===== src/rtl/core/pvcd_pkg.sv =====
// ----------------------------------------------------------------------------
// pvcd_pkg - shared types and codes
// Result and configuration types, status codes and register indexes for the
// prefix-coded coefficient decoder.
// ----------------------------------------------------------------------------
`default_nettype none

package pvcd_pkg;

    localparam logic [2:0] ST_OK        = 3'd0;
    localparam logic [2:0] ST_SHORT     = 3'd1;
    localparam logic [2:0] ST_FORMAT    = 3'd2;
    localparam logic [2:0] ST_DIMENSION = 3'd3;
    localparam logic [2:0] ST_TRUNCATED = 3'd4;
    localparam logic [2:0] ST_PREFIX    = 3'd5;

    localparam logic [7:0] REG_MODULUS = 8'd0;
    localparam logic [7:0] REG_POLYS   = 8'd1;
    localparam logic [7:0] REG_DEGREE  = 8'd2;

    typedef struct packed {
        logic [23:0] value;
        logic [7:0]  poly_index;
        logic [15:0] coeff_index;
        logic [2:0]  status;
        logic        frame_done;
    } result_t;

    typedef struct packed {
        logic [31:0] modulus;
        logic [7:0]  expected_polys;
        logic [15:0] expected_degree;
    } cfg_t;

endpackage

`default_nettype wire


===== src/rtl/core/pvcd_front.sv =====
// ----------------------------------------------------------------------------
// pvcd_front - header check and prefix parser
// Takes one byte per cycle while the queue has room, checks the header,
// builds prefix codes, pushes one unreduced result per coefficient or error.
// ----------------------------------------------------------------------------
`default_nettype none

module pvcd_front (
    input  wire                  clk,
    input  wire                  rst_n,
    input  pvcd_pkg::cfg_t       cfg,
    input  wire                  byte_valid,
    input  wire [7:0]            byte_data,
    input  wire                  byte_last,
    output logic                 byte_ready,
    input  wire                  q_full,
    output logic                 push,
    output pvcd_pkg::result_t    push_data
);
    import pvcd_pkg::*;

    localparam logic [1:0] PH_HEADER = 2'd0;
    localparam logic [1:0] PH_COEFF  = 2'd1;
    localparam logic [1:0] PH_SKIP   = 2'd2;

    logic [1:0]  phase_reg, phase_next;
    logic [2:0]  hcount_reg, hcount_next;
    logic [31:0] hstore_reg, hstore_next;
    logic [1:0]  pending_reg, pending_next;
    logic [23:0] acc_reg, acc_next;
    logic [7:0]  poly_reg, poly_next;
    logic [15:0] coeff_reg, coeff_next;

    logic        fire;
    logic        do_err, do_fin, restart, lip, last;
    logic [2:0]  err_code;
    logic [23:0] fin_val, acc_shift;
    logic [15:0] hdr_degree;

    assign byte_ready = !q_full;
    assign fire       = byte_valid && byte_ready;
    assign acc_shift  = {acc_reg[15:0], byte_data};
    assign hdr_degree = {hstore_reg[7:0], byte_data};
    assign lip  = ({1'b0, coeff_reg} + 17'd1) >= {1'b0, cfg.expected_degree};
    assign last = lip && (({1'b0, poly_reg} + 9'd1) >= {1'b0, cfg.expected_polys});

    always_comb
    begin
        phase_next   = phase_reg;
        hcount_next  = hcount_reg;
        hstore_next  = hstore_reg;
        pending_next = pending_reg;
        acc_next     = acc_reg;
        poly_next    = poly_reg;
        coeff_next   = coeff_reg;
        push         = 1'b0;
        push_data    = '0;
        do_err       = 1'b0;
        do_fin       = 1'b0;
        restart      = 1'b0;
        err_code     = ST_OK;
        fin_val      = '0;

        if (fire)
        begin
            unique case (phase_reg)
                PH_HEADER:
                begin
                    if (hcount_reg < 3'd4)
                    begin
                        if (byte_last)
                        begin
                            do_err   = 1'b1;
                            err_code = ST_SHORT;
                        end
                        else
                        begin
                            hstore_next = {hstore_reg[23:0], byte_data};
                            hcount_next = hcount_reg + 3'd1;
                        end
                    end
                    else if (hstore_reg[31:24] != 8'h01 || hstore_reg[23:16] != 8'h03)
                    begin
                        do_err   = 1'b1;
                        err_code = ST_FORMAT;
                    end
                    else if (hstore_reg[15:8] != cfg.expected_polys
                             || hdr_degree != cfg.expected_degree)
                    begin
                        do_err   = 1'b1;
                        err_code = ST_DIMENSION;
                    end
                    else if (cfg.expected_polys == 8'd0 || cfg.expected_degree == 16'd0)
                    begin
                        // empty frame: nothing to emit
                        if (byte_last)
                            restart = 1'b1;
                        else
                            phase_next = PH_SKIP;
                    end
                    else if (byte_last)
                    begin
                        do_err   = 1'b1;
                        err_code = ST_TRUNCATED;
                    end
                    else
                    begin
                        phase_next   = PH_COEFF;
                        pending_next = 2'd0;
                        acc_next     = '0;
                        poly_next    = '0;
                        coeff_next   = '0;
                    end
                end
                PH_COEFF:
                begin
                    if (pending_reg == 2'd0)
                    begin
                        priority if (byte_data == 8'h00)
                        begin
                            do_fin = 1'b1;
                        end
                        else if ((byte_data & 8'hC0) == 8'h80)
                        begin
                            do_fin  = 1'b1;
                            fin_val = {16'd0, byte_data & 8'h7F};
                        end
                        else if ((byte_data & 8'hE0) == 8'hC0)
                        begin
                            acc_next     = {16'd0, byte_data & 8'h3F};
                            pending_next = 2'd1;
                        end
                        else if ((byte_data & 8'hF0) == 8'hE0)
                        begin
                            acc_next     = {16'd0, byte_data & 8'h0F};
                            pending_next = 2'd2;
                        end
                        else if (byte_data == 8'hF0)
                        begin
                            acc_next     = '0;
                            pending_next = 2'd3;
                        end
                        else
                        begin
                            do_err   = 1'b1;
                            err_code = ST_PREFIX;
                        end
                        if (!do_fin && !do_err && byte_last)
                        begin
                            do_err   = 1'b1;
                            err_code = ST_TRUNCATED;
                        end
                    end
                    else
                    begin
                        acc_next     = acc_shift;
                        pending_next = pending_reg - 2'd1;
                        if (pending_reg == 2'd1)
                        begin
                            do_fin  = 1'b1;
                            fin_val = acc_shift;
                        end
                        else if (byte_last)
                        begin
                            do_err   = 1'b1;
                            err_code = ST_TRUNCATED;
                        end
                    end
                end
                default:
                begin
                    if (byte_last)
                        restart = 1'b1;
                end
            endcase

            if (do_fin)
            begin
                if (!last && byte_last)
                begin
                    // end of buffer before the last coefficient
                    do_err   = 1'b1;
                    err_code = ST_TRUNCATED;
                end
                else
                begin
                    push                 = 1'b1;
                    push_data.value       = fin_val;
                    push_data.poly_index  = poly_reg;
                    push_data.coeff_index = coeff_reg;
                    push_data.status      = ST_OK;
                    push_data.frame_done  = last;
                    if (last)
                    begin
                        if (byte_last)
                            restart = 1'b1;
                        else
                            phase_next = PH_SKIP;
                    end
                    else if (lip)
                    begin
                        coeff_next = '0;
                        poly_next  = poly_reg + 8'd1;
                    end
                    else
                    begin
                        coeff_next = coeff_reg + 16'd1;
                    end
                end
            end

            if (do_err)
            begin
                push                 = 1'b1;
                push_data            = '0;
                push_data.status     = err_code;
                push_data.frame_done = 1'b1;
                if (byte_last)
                    restart = 1'b1;
                else
                    phase_next = PH_SKIP;
            end

            if (restart)
            begin
                phase_next   = PH_HEADER;
                hcount_next  = '0;
                hstore_next  = '0;
                pending_next = '0;
                acc_next     = '0;
                poly_next    = '0;
                coeff_next   = '0;
            end
        end
    end

    always_ff @(posedge clk or negedge rst_n)
    begin
        if (!rst_n)
        begin
            phase_reg   <= PH_HEADER;
            hcount_reg  <= '0;
            hstore_reg  <= '0;
            pending_reg <= '0;
            acc_reg     <= '0;
            poly_reg    <= '0;
            coeff_reg   <= '0;
        end
        else
        begin
            phase_reg   <= phase_next;
            hcount_reg  <= hcount_next;
            hstore_reg  <= hstore_next;
            pending_reg <= pending_next;
            acc_reg     <= acc_next;
            poly_reg    <= poly_next;
            coeff_reg   <= coeff_next;
        end
    end

endmodule

`default_nettype wire


===== src/rtl/core/pvcd_queue.sv =====
// ----------------------------------------------------------------------------
// pvcd_queue - result queue
// Small FIFO of unreduced results between parser and reduction unit.
// ----------------------------------------------------------------------------
`default_nettype none

module pvcd_queue #(
    parameter int DEPTH = 4
) (
    input  wire                  clk,
    input  wire                  rst_n,
    input  wire                  push,
    input  pvcd_pkg::result_t    push_data,
    input  wire                  pop,
    output logic                 full,
    output logic                 empty,
    output pvcd_pkg::result_t    head
);
    import pvcd_pkg::*;

    localparam int AW = (DEPTH > 1) ? $clog2(DEPTH) : 1;
    localparam int CW = $clog2(DEPTH + 1);

    result_t         mem [DEPTH];
    logic [AW-1:0]   wr_reg, rd_reg;
    logic [CW-1:0]   count_reg;

    assign full  = (count_reg == CW'(DEPTH));
    assign empty = (count_reg == '0);
    assign head  = mem[rd_reg];

    always_ff @(posedge clk)
    begin
        if (push && !full)
            mem[wr_reg] <= push_data;
    end

    always_ff @(posedge clk or negedge rst_n)
    begin
        if (!rst_n)
        begin
            wr_reg    <= '0;
            rd_reg    <= '0;
            count_reg <= '0;
        end
        else
        begin
            if (push && !full)
                wr_reg <= (wr_reg == AW'(DEPTH - 1)) ? '0 : wr_reg + 1'b1;
            if (pop && !empty)
                rd_reg <= (rd_reg == AW'(DEPTH - 1)) ? '0 : rd_reg + 1'b1;
            count_reg <= count_reg + CW'(push && !full) - CW'(pop && !empty);
        end
    end

    a_count_bound: assert property (@(posedge clk) disable iff (!rst_n)
        count_reg <= CW'(DEPTH))
        else $error("queue count beyond depth");

    a_push_full: assert property (@(posedge clk) disable iff (!rst_n)
        (full && !pop) |=> full)
        else $error("queue left full state without a pop");

    a_pop_empty: assert property (@(posedge clk) disable iff (!rst_n)
        (empty && !push) |=> empty)
        else $error("queue filled without a push");

endmodule

`default_nettype wire


===== src/rtl/core/pvcd_back.sv =====
// ----------------------------------------------------------------------------
// pvcd_back - modulus reduction and output register
// Restoring remainder, one bit per cycle, then holds the result for the sink.
// ----------------------------------------------------------------------------
`default_nettype none

module pvcd_back (
    input  wire                  clk,
    input  wire                  rst_n,
    input  wire [31:0]           modulus,
    input  wire                  q_empty,
    input  pvcd_pkg::result_t    q_head,
    output logic                 q_pop,
    output logic                 out_valid,
    input  wire                  out_ready,
    output pvcd_pkg::result_t    out_data
);
    import pvcd_pkg::*;

    localparam logic [1:0] S_IDLE = 2'd0;
    localparam logic [1:0] S_DIV  = 2'd1;
    localparam logic [1:0] S_OUT  = 2'd2;

    logic [1:0]  state_reg;
    logic [31:0] rem_reg;
    logic [23:0] val_reg;
    logic [4:0]  cnt_reg;
    result_t     hold_reg;

    logic [32:0] trial;
    logic        ge;

    assign trial = {rem_reg, val_reg[23]};
    assign ge    = trial >= {1'b0, modulus};
    assign q_pop = (state_reg == S_IDLE) && !q_empty;

    assign out_valid = (state_reg == S_OUT);
    always_comb
    begin
        out_data       = hold_reg;
        out_data.value = rem_reg[23:0];
    end

    always_ff @(posedge clk)
    begin
        if (q_pop)
        begin
            hold_reg <= q_head;
            val_reg  <= q_head.value;
            // modulus zero means no reduction
            rem_reg  <= (modulus == 32'd0) ? {8'd0, q_head.value} : '0;
        end
        else if (state_reg == S_DIV)
        begin
            rem_reg <= ge ? 32'(trial - {1'b0, modulus}) : trial[31:0];
            val_reg <= {val_reg[22:0], 1'b0};
        end
    end

    always_ff @(posedge clk or negedge rst_n)
    begin
        if (!rst_n)
        begin
            state_reg <= S_IDLE;
            cnt_reg   <= '0;
        end
        else
        begin
            unique case (state_reg)
                S_IDLE:
                begin
                    if (!q_empty)
                    begin
                        cnt_reg   <= '0;
                        state_reg <= (modulus == 32'd0) ? S_OUT : S_DIV;
                    end
                end
                S_DIV:
                begin
                    cnt_reg <= cnt_reg + 5'd1;
                    if (cnt_reg == 5'd23)
                        state_reg <= S_OUT;
                end
                S_OUT:
                begin
                    if (out_ready)
                        state_reg <= S_IDLE;
                end
                default: state_reg <= S_IDLE;
            endcase
        end
    end

    a_div_len: assert property (@(posedge clk) disable iff (!rst_n)
        (state_reg == S_DIV && cnt_reg == 5'd23) |=> state_reg == S_OUT)
        else $error("reduction did not finish after 24 steps");

    a_no_pop_busy: assert property (@(posedge clk) disable iff (!rst_n)
        q_pop |-> state_reg == S_IDLE)
        else $error("pop while reduction busy");

    a_cnt_range: assert property (@(posedge clk) disable iff (!rst_n)
        state_reg == S_DIV |-> cnt_reg <= 5'd23)
        else $error("step counter out of range");

endmodule

`default_nettype wire


===== src/rtl/core/prefix_varint_coeff_decoder.sv =====
// ----------------------------------------------------------------------------
// prefix_varint_coeff_decoder - framed prefix-code coefficient decoder
// Header check, prefix decode and modulus reduction of packed coefficients.
// ----------------------------------------------------------------------------
// The parser takes one frame byte per cycle (s_tlast marks the last byte of
// the buffer) as long as the result queue has room; every byte waits while
// the queue is full. The back end reduces each result in a bit-serial
// remainder unit (skipped for modulus 0) and holds it until it is taken.
// Headers and multi-byte codes overlap with that work via a QUEUE_DEPTH-entry
// queue, so the sustained rate is one byte per cycle while results are
// sparse; a dense stream of short codes waits on the back end, which takes
// a new result only once the last has left. Errors come out as one item
// with frame_done (tlast) set and a non-zero status; the consumer drops the
// earlier results of that frame. The user writes configuration through cfg_*
// only while idle; cfg_* is always ready and the block does not enforce it.
// ----------------------------------------------------------------------------
`default_nettype none

module prefix_varint_coeff_decoder #(
    parameter int QUEUE_DEPTH = 4
) (
    input  wire         clk,
    input  wire         rst_n,
    // input stream
    input  wire         s_tvalid,
    output logic        s_tready,
    input  wire [7:0]   s_tdata,   // [7:0] data_byte
    input  wire         s_tlast,   // end_of_data
    // result stream
    output logic        m_tvalid,
    input  wire         m_tready,
    output logic [47:0] m_tdata,   // [23:0] coefficient, [31:24] poly_index,
                                   // [47:32] coeff_index
    output logic [2:0]  m_tuser,   // [2:0] status
    output logic        m_tlast,   // frame_done
    // register writes
    input  wire         cfg_valid,
    output logic        cfg_ready,
    input  wire [7:0]   cfg_index,
    input  wire [31:0]  cfg_data
);
    import pvcd_pkg::*;

    cfg_t    cfg_reg;
    logic    q_full, q_empty, q_push, q_pop;
    result_t push_data, q_head, out_data;

    assign cfg_ready = 1'b1;

    // register file: writes beyond the list are dropped
    always_ff @(posedge clk or negedge rst_n)
    begin
        if (!rst_n)
        begin
            cfg_reg.modulus         <= 32'd3329;
            cfg_reg.expected_polys  <= 8'd2;
            cfg_reg.expected_degree <= 16'd256;
        end
        else if (cfg_valid && cfg_ready)
        begin
            if (cfg_index == REG_MODULUS)
                cfg_reg.modulus <= cfg_data;
            else if (cfg_index == REG_POLYS)
                cfg_reg.expected_polys <= cfg_data[7:0];
            else if (cfg_index == REG_DEGREE)
                cfg_reg.expected_degree <= cfg_data[15:0];
        end
    end

    pvcd_front u_front (
        .clk        (clk),
        .rst_n      (rst_n),
        .cfg        (cfg_reg),
        .byte_valid (s_tvalid),
        .byte_data  (s_tdata),
        .byte_last  (s_tlast),
        .byte_ready (s_tready),
        .q_full     (q_full),
        .push       (q_push),
        .push_data  (push_data)
    );

    pvcd_queue #(
        .DEPTH (QUEUE_DEPTH)
    ) u_queue (
        .clk       (clk),
        .rst_n     (rst_n),
        .push      (q_push),
        .push_data (push_data),
        .pop       (q_pop),
        .full      (q_full),
        .empty     (q_empty),
        .head      (q_head)
    );

    pvcd_back u_back (
        .clk       (clk),
        .rst_n     (rst_n),
        .modulus   (cfg_reg.modulus),
        .q_empty   (q_empty),
        .q_head    (q_head),
        .q_pop     (q_pop),
        .out_valid (m_tvalid),
        .out_ready (m_tready),
        .out_data  (out_data)
    );

    assign m_tdata = {out_data.coeff_index, out_data.poly_index, out_data.value};
    assign m_tuser = out_data.status;
    assign m_tlast = out_data.frame_done;

    a_full_stall: assert property (@(posedge clk) disable iff (!rst_n)
        q_full |-> !s_tready)
        else $error("byte taken with queue full");

    a_err_last: assert property (@(posedge clk) disable iff (!rst_n)
        (m_tvalid && m_tuser != ST_OK) |-> m_tlast)
        else $error("error item without frame_done");

    a_err_zero: assert property (@(posedge clk) disable iff (!rst_n)
        (m_tvalid && m_tuser != ST_OK) |-> m_tdata == 48'd0)
        else $error("error item with non-zero payload");

endmodule

`default_nettype wire

===== config.mk =====
export PLATFORM = sky130hd
export DESIGN_NAME = prefix_varint_coeff_decoder
export DESIGN_NICKNAME = d
export VERILOG_FILES = /design/src/rtl/core/pvcd_pkg.sv /design/src/rtl/core/pvcd_front.sv /design/src/rtl/core/pvcd_queue.sv /design/src/rtl/core/pvcd_back.sv /design/src/rtl/core/prefix_varint_coeff_decoder.sv
export SDC_FILE = /design/constraint.sdc
export NUM_CORES = 1
export LEC_CHECK = 0
export BUFFER_PORTS_ARGS = -buffer_cell sky130_fd_sc_hd__buf_2
export CAP_MARGIN = 5
export CORE_ASPECT_RATIO = 1.25
export CORE_MARGIN = 4
export CORE_UTILIZATION = 56
export DETAILED_ROUTE_END_ITERATION = 16
export PLACE_DENSITY = 0.77
export SYNTH_ARGS = -nofsm -noshare
export SYNTH_HDL_FRONTEND = slang
export SYNTH_SLANG_ARGS = --single-unit

===== constraint.sdc =====
create_clock -name clk -period 3.8 [get_ports clk]
set_input_delay 0.19 -clock clk [delete_from_list [all_inputs] [get_ports clk]]
set_output_delay 0.19 -clock clk [all_outputs]
set_load 0.03 [all_outputs]

Word-level counts from Yosys, hierarchy flattened
Memories as Yosys holds them, arrays and structs flattened.
Cells that the tools add are included.
- register bits after elaboration: 233
- RAM bits: 208
- input port bits: 54
- output and inout bits: 55
- word-level logic and storage cells: 265
- memories kept: 1
- $add $sub $neg: 12
- $lt $le $gt $ge: 4
- equality and inequality tests: 30
- multiplexer cells: 158
- bitwise gates (word level): 2
- reductions and logical operators: 37
- memory list (memory ; depth ; width ; rd ports ; clocked after memory_dff ; wr ports ; line ; RTL):
    u_queue.mem ; 4 ; 52 ; 1 ; 0 ; 1 ; pvcd_queue.sv:24 ; result_t mem [DEPTH];
- operators by type and width (kind ; number):
    $mux 16 ; 23
    $mux 32 ; 7
    $mux 52 ; 4
    $mux 24 ; 7
    $mux 8 ; 11
    $mux 2 ; 32
    $mux 3 ; 19
    $mux 1 ; 46
    $ge 33x32->1 ; 1
    $logic_not 32->1 ; 1
    $pmux 16 s2 ; 1
    $sub 32x32->32 ; 1
    $logic_not 8->1 ; 3
    $add 16x1->17 const B ; 1
    $ge 17x16->1 ; 1
    $add 16x1->16 const B ; 1
    $logic_not 16->1 ; 1
    $ne 16x16->1 ; 1
    $ne 3x3->1 const B ; 4
    $pmux 5 s2 ; 1
    $reduce_and 10->1 ; 1
    $add 8x1->9 const B ; 1
    $ge 9x8->1 ; 1
    $add 8x1->8 const B ; 1
    40 further kinds ; 73

Longest topological paths before layout
Gate-level depths: netlist of run 1.
- depth after elaboration: 23
- depth in mapped cells: 18
- mapped depth without buffers: 15

Cells and area by module
A second synthesis of run 1 with hierarchy kept.
- cell total of the unflattened synthesis: 1626
- area total of the unflattened synthesis: 21414.3 sq um
- by module, submodules not included (module ; instances ; cells an instance ; area each (sq um) ; seq. area each (sq um)):
    pvcd_queue ; 1 ; 316 ; 7996.4 ; 6421.2
    pvcd_back ; 1 ; 602 ; 5829.3 ; 2697.6
    pvcd_front ; 1 ; 584 ; 5257.5 ; 1976.9
    prefix_varint_coeff_decoder ; 1 ; 124 ; 2331.0 ; 1408.9

Worst setup path before layout of run 1
Ideal clock, no wire load.
- kind: flip-flop to flip-flop
- from: reg u_front.coeff_reg[0]
- to: mem u_queue.mem[0][41] (netlist bit) (data pin)
- library setup time: 0.263 ns
- arrival: 3.443 ns
- required time: 3.537 ns
- path slack: 0.093 ns
- stages on the path, launching flop included: 17
- buffers on the path: 3
- clock period less this slack: 3.707 ns
- path through: dfrtp_1 ha_1 nand3_2 or4_1 buf_2 xnor2_1 ha_1 and4_1 a41oi_1 o21ai_0 a21oi_2 a21o_1 a21oi_4 and3_1 buf_4 buf_6 and2_1
- RTL lines (element ; line ; RTL):
    start: declaration ; pvcd_front.sv:32 ; logic [15:0] coeff_reg, coeff_next;
    start signal: assignment ; pvcd_front.sv:257 ; coeff_reg <= coeff_next;
    end: declaration ; pvcd_queue.sv:24 ;

==> results of run 1 <==
[logic make-up after synthesis]
family | count (synthesis)
other | 1
flip-flops | 441
XOR/XNOR | 70
adder cells (fa/ha/maj) | 69
buffers and inverters | 183
AO/OA/AOI/OAI | 307
multiplexers | 96
AND/OR/NAND/NOR | 502
[per-layer routing]
| layer | GRT usage | wire (µm) |
|---|---|---|
| met4 | 0.0930 | 2050 |
| met3 | 0.0348 | 3180 |
| met1 | 0.307 | 19200 |
| met5 | 0 | 13 |
| met2 | 0.428 | 25200 |
[cells in the final DEF, fill, tap and decap left out, types with 13 or more instances in the layout]
cell type / Yosys / layout
a21oi_1: 50 / 49
and3_1: 14 / 13
nand4_1: 21 / 21
o22ai_1: 16 / 16
dlygate4sd3_1: 0 / 38
xnor2_1: 48 / 48
ha_1: 67 / 67
nor2b_1: 15 / 14
buf_4: 28 / 36
edfxtp_1: 292 / 292
nor4_1: 22 / 22
inv_1: 80 / 79
and2_1: 54 / 49
dfrtp_1: 143 / 139
o21ai_0: 92 / 92
a22o_1: 40 / 40
nand2_1: 207 / 207
mux2i_1: 13 / 13
buf_2: 9 / 106
nor3_1: 20 / 17
nand3_1: 39 / 38
mux2_2: 31 / 31
clkbuf_16: 0 / 43
clkbuf_1: 51 / 14
mux4_2: 52 / 52
nor2_1: 62 / 62
a21o_1: 22 / 22
xor2_1: 22 / 22
[layout make-up]
type | instances | share of cell area
Multi-Input combinational cell | 1045 | 0.327
Tap cell | 486 | 0.0256
Clock buffer | 60 | 0.0492
Inverter | 81 | 0.0128
Clock inverter | 18 | 0.00463
Timing Repair Buffer | 186 | 0.0544
Sequential cell | 441 | 0.526
[worst paths after layout]
path                                                       start                               to  depth (start not counted)
worst max-delay path            u_front.coeff_reg[1]$_DFFE_PN0P_     u_queue.mem[1][51]$_DFFE_PP_                         13
worst min-delay path                                  s_tdata[7]   u_front.acc_reg[7]$_DFFE_PN0P_                          3
worst max register to register  u_front.coeff_reg[1]$_DFFE_PN0P_     u_queue.mem[1][51]$_DFFE_PP_                         13
worst min register to register   u_front.acc_reg[13]$_DFFE_PN0P_  u_front.acc_reg[13]$_DFFE_PN0P_                          2
max in group asynchronous                                  rst_n          cfg_reg[17]$_DFFE_PN1P_                          3
min in group asynchronous                                  rst_n    u_queue.rd_reg[1]$_DFFE_PN0P_                          2
[critical path, cell delays in order (launching register included)]
cell and delay [ns]:
dfrtp_1 0.36, ha_1 0.20, nand3_2 0.14, or4_4 0.58
xnor2_1 0.14, ha_1 0.29, and4_1 0.23, a41oi_1 0.20
o21ai_0 0.13, a21oi_2 0.25, a21o_1 0.23, a21oi_4 0.09
and3_4 0.29, and2_2 0.25
[stage by stage]
stage	setup WS, ns	utilization	setup TNS (ns)	hold slack [ns]	std cells
6_report	0.153	0.639	0	0.0227	2317
4_1_cts	0.00361	0.639	0	0.00128	2317
3_3_place_gp	-0.0146	0.594	-0.802	0.388	2201
3_5_place_dp	-0.0921	0.594	-5.18	0.399	2201
2_1_floorplan	0.0934	-	0	-0.106	1669
5_1_grt	-0.00373	0.639	-0.00843	0.0180	2317
[report_power, final]
group | leakage (nW) | internal, mW | total (mW) | switching (mW)
Clock | 0.630 | 2.16 | 3.92 | 1.76
Sequential | 4.70 | 6.42 | 7.14 | 0.716
Combinational | 4.30 | 2.00 | 5.25 | 3.25
Total | 9.64 | 10.6 | 16.3 | 5.73
[timing repair]
action / in CTS / in global routing
endpoints found under the setup margin: 72 / 215
cloned: 0 / 0
gates resized for setup: 1 / 9
pin swaps: 0 / 1
endpoints found under the hold margin: 161 / 0
hold buffers: 38 / 0
==> key figures, run 1 <==
Logic synthesis
  • Synth Area in Compound Gates: 0.100
  • Syn Inst Count: 1669
  • Adder-Cell Fraction of Synth Area: 0.0418
  • Seq/Total Area, Yosys: 0.595
  • Main synth FF type: edfxtp_1
  • Number of enable flip-flop cells after synthesis: 292
  • Distinct cells, synth: 78
  • Async set-or-reset flop fraction in the synthesized netlist: 0.338
  • Synth area leader: edfxtp_1
  • Post-Syn Nets: 1792
  • Synth Register Bits: 441
  • Multiplexer area fraction after synthesis: 0.0785
  • Largest family of logic cells by synthesized area: simple AND/OR/NAND/NOR gates
  • Syn Area/Cell: 12.6 µm²
  • Top cell type's share of synthesized area: 0.417
  • Most numerous cell in the Yosys netlist: edfxtp_1
  • Top post-synthesis cells by area: edfxtp_1, dfrtp_1, mux4_2, ha_1, nand2_1
  • Mapped cell area: 0.0210 mm²
  • Post-synthesis xor/xnor area fraction: 0.0292
  • Synth warn: 0
  • Synth cell count leaders: edfxtp_1, nand2_1, dfrtp_1
  • Post-synthesis simple-gate area fraction: 0.117

Drt
  • DRT iter0 DRCs: 1152
  • DRT Pass-1 Iters: 5
  • DRC viols: 0
  • Drt via density: 6.07
  • Total routed wirelength: 49.6 mm
  • Via count: 14.1k
  • Routed Antenna Nets: 0
  • WL/cell: 21.4 µm

GRT
  • Pin count of the biggest net entering global routing: 108
  • First-pass GRT wire length: 78.5 mm
  • GR Util All Layers: 0.243
  • Initial antenna violation count: 1
  • Total gr overflow: 0
  • Vias in the first global route: 14.5k

Timing
  • Fin. max-slew vios: 0
  • Rel. slew slack: 0.274
  • Slew @ Worst Pin: 1.09 ns
  • Max Freq: 274 MHz
  • Final setup skew: 0.0203 ns
  • Tcrit/Tclk final: 0.960
  • Final setup viols: 0
  • Tmin final: 3.65 ns
  • Final Hold Fails: 0

Final layout
  • Register area: 0.0125 mm²
  • Multi-input gate area: 0.00777 mm²
  • Max FFs per register: 208
  • FILL cells: 2709
  • # diodes: 0
  • Area delta synth->final: 13.0%
  • Final nets: 1920
  • Layout cell share with drive strength beyond 1: 0.185
  • Cell area after layout: 0.0238 mm²

Floorplan
  • # rows: 79
  • Die Width: 181 µm
  • Die area: 0.0407 mm²
  • IO Pins: 109
  • Core area: 0.0372 mm²
  • Starting density of the core: 0.566
  • Die Height: 225 µm

Power
  • Worst vdd ir: 0.587 mV
  • Leak: 9.64 nW
  • Total Power: 16.3 mW
  • Cell Pwr Density: 687 mW/mm²

Setup path
  • FF-to-FF setup slack: 0.15 ns
  • Worst EP arrival: 3.93 ns
  • Crit path launch type: flip-flop
  • CP Class: reg2reg
  • CP Capture Type: flip-flop
  • Required time of the worst setup path: 4.08 ns
  • CP max FO: 18

Placed design
  • Dpl hpwl: 33.6 mm
  • Placed inst area: 0.0221 mm²
  • Port Buffer Count: 107
  • Routability cong.: 0.941

Clock network
  • CTS Buf Count: 42
  • Longest Clk Path Bufs: 3
  • Clk sinks: 441
  • TritonCTS clock tree: done
  • CTS root buf: clkbuf_16
  • H-tree depth: 2
  • Worst-path clk slew: 0.06 ns
  • Clk_lat worst skew: 0.56 ns
  • Number of post-CTS setup repair buffers: 0

Outcome
  • Status: finished, final reports clean

Worst hold path
  • HP Class: in2reg

Run
  • Maxcap violations: 0
Note: power is estimated with default switching activity, not from simulation.
==> run 2, diff against run 1 <==
CAP_MARGIN = 20   (was 5)
CORE_MARGIN = unset   (was 4)
==> run 2 against run 1 <==
  * Power rose by 1.4%
  * Register-to-register slack improved by 0.02 ns
  * Sequential share of layout area barely moved
  * Maximum frequency up 0.53%
  * Die area fell by 5.9%
  * Largest cell class unchanged
  * Highest routed layer unchanged
==> key figures, run 2 (synthesis results as in run 1) <==
Setup path
  • FF-to-FF setup slack: 0.17 ns
  • CP Capture Type: flip-flop
  • CP Class: reg2reg
  • Worst r2r dst: u_front.coeff_reg[12]$_DFFE_PN0P_
  • Required time of the worst setup path: 4.22 ns
  • Worst Reg-to-Reg Cells: 13
  • Worst EP arrival: 4.05 ns
  • CP max FO: 16
  • R2R Path Start: u_front.coeff_reg[0]$_DFFE_PN0P_
  • Crit path launch type: flip-flop

Drt
  • DRT iter0 DRCs: 1194
  • Via count: 14.2k
  • DRT Pass-1 Iters: 5
  • Drt via density: 6.13
  • Routed Antenna Nets: 0
  • WL/cell: 21.5 µm
  • Total routed wirelength: 49.9 mm
  • DRC viols: 0

Clock network
  • Worst-path clk slew: 0.07 ns
  • Longest Clk Path Bufs: 3
  • H-tree depth: 2
  • CTS Buf Count: 42
  • Clk sinks: 441
  • Clk_lat worst skew: 0.56 ns
  • TritonCTS clock tree: done
  • CTS root buf: clkbuf_16

Final layout
  • Layout cell share with drive strength beyond 1: 0.188
  • Final nets: 1918
  • Post-layout util: 0.642
  • Commonest non-fill, non-tap cell in the layout: edfxtp_1
  • Cell area after layout: 0.0238 mm²
  • Max FFs per register: 208
  • Area delta synth->final: 13.1%
  • Most frequent cells in the layout: edfxtp_1, nand2_1, dfrtp_1, buf_2, o21ai_0

Worst hold path
  • WHS Endpoint: u_front.acc_reg[3]$_DFFE_PN0P_
  • HP Start: s_tdata[3]
  • HP Class: in2reg
  • Hold Crit Depth: 3

Timing
  • Max Freq: 276 MHz
  • Final setup skew: 0.0363 ns
  • Slew @ Worst Pin: 1.03 ns
  • Tmin final: 3.63 ns
  • Fin. max-slew vios: 0
  • Final setup viols: 0
  • Rel. slew slack: 0.313
  • RSZ-0062 raised after global routing: yes
  • Tcrit/Tclk final: 0.955
  • Final Hold Fails: 0

Floorplan
  • Die area: 0.0383 mm²
  • Starting density of the core: 0.567
  • IO Pins: 109
  • Die Height: 219 µm
  • Die Width: 175 µm
  • # rows: 79
  • Core area: 0.0371 mm²

GRT
  • Initial antenna violation count: 2
  • GR Util All Layers: 0.265
  • First-pass GRT wire length: 78.2 mm
  • Vias in the first global route: 14.6k
  • Pin count of the biggest net entering global routing: 98
  • Total gr overflow: 0

Power
  • Clock power frac: 0.250
  • Comb pwr share: 0.319
  • Worst vdd ir: 0.562 mV
  • Flop pwr share: 0.431
  • Cell Pwr Density: 696 mW/mm²
  • Leak: 9.64 nW
  • Sw Share: 0.350
  • Sw Pwr: 5.79 mW
  • Int Power: 10.8 mW

Placed design
  • Port Buffer Count: 107
  • Routability cong.: 0.970
  • Dpl hpwl: 34.2 mm
  • Placed inst area: 0.0221 mm²

Outcome
  • Status: finished, final reports clean

Run
  • Maxcap violations: 0
run 2: cell count changes in the layout (fill, tap and decap cells not counted), moves of 3 or more:
cell	before	now
dlygate4sd3_1	38	34
clkinv_2	11	6
clkinvlp_4	2	6
clkbuf_1	14	9
bufinv_16	0	3
buf_4	36	39
clkinv_4	0	3
run 2: worst max-delay path: stages, from the launching register on:
cell and delay (ns):
dfrtp_1 0.36, ha_1 0.20, nand3_2 0.13, or4_4 0.58
xnor2_1 0.15, ha_1 0.29, and4_1 0.23, a41oi_1 0.20
o21ai_0 0.13, a21oi_2 0.24, a21oi_1 0.17, a2bb2oi_2 0.20
buf_4 0.22, a221o_1 0.37
run 2: stage by stage:
stage / setup slack, ns / total power, mW / cells / hold WS (ns) / TNS, ns
floorplan: 0.0934 / 11.0 / 1669 / -0.106 / 0
global placement: -0.000787 / 12.3 / 2201 / 0.366 / -0.00314
detailed placement: -0.0950 / 12.4 / 2202 / 0.378 / -4.92
CTS: 0.0135 / 16.6 / 2313 / 0.00519 / 0
global route: -0.00262 / 17.3 / 2314 / 0.0413 / -0.00467
finish: 0.172 / 16.5 / 2315 / 0.0263 / 0
run 2: power by group through the flow:
stage	clock (mW)	sequential [mW]	combinational [mW]
final	4.13	7.13	5.28
after global routing	4.36	7.23	5.72
after CTS	4.18	7.13	5.27
after detailed placement	0	7.22	5.21
after global placement	0	7.18	5.08
after floorplan	0	7.15	3.80
run 2: what timing repair did:
action / 4_1_cts / 5_1_grt
gates resized for setup: 1 / 7
pin swaps: 0 / 1
endpoints found under the setup margin: 72 / 206
setup buffers: 0 / 1
hold endpoints to repair: 143 / 0
hold buffers: 34 / 0
run 2: metal layers:
| layer | track usage | share of wire |
|---|---|---|
| met4 | 0.106 | 0.034 |
| met1 | 0.323 | 0.39 |
| met5 | 0 | 0.0010 |
| met2 | 0.469 | 0.51 |
| met3 | 0.0445 | 0.067 |
run 2: area by class of cell:
cell class                 count  area, µm²
clock buffer                  53       1120
timing repair buffer         184       1240
tap                          486        608
clock inverter                24        231
inverter                      81        304
antenna                        1       2.50
fill                        2733      13300
sequential                   441      12500
multi-input combinational   1045       7760
run 2: worst max-delay path by stage:
stage                                      from                           endpoint  slack (ns)  cells after the start
5_1_grt        u_front.coeff_reg[1]$_DFFE_PN0P_    u_front.poly_reg[5]$_DFFE_PN0P_      -0.003                     14
3_3_place_gp   u_front.coeff_reg[0]$_DFFE_PN0P_       u_queue.mem[0][46]$_DFFE_PP_     -0.0008                     13
3_5_place_dp   u_front.coeff_reg[3]$_DFFE_PN0P_       u_queue.mem[0][44]$_DFFE_PP_        -0.1                     14
2_1_floorplan  u_front.coeff_reg[0]$_DFFE_PN0P_       u_queue.mem[0][41]$_DFFE_PP_        0.09                     16
4_1_cts        u_front.coeff_reg[0]$_DFFE_PN0P_       u_queue.mem[0][41]$_DFFE_PP_        0.01                     13
6_report       u_front.coeff_reg[0]$_DFFE_PN0P_  u_front.coeff_reg[12]$_DFFE_PN0P_        0.17                     13
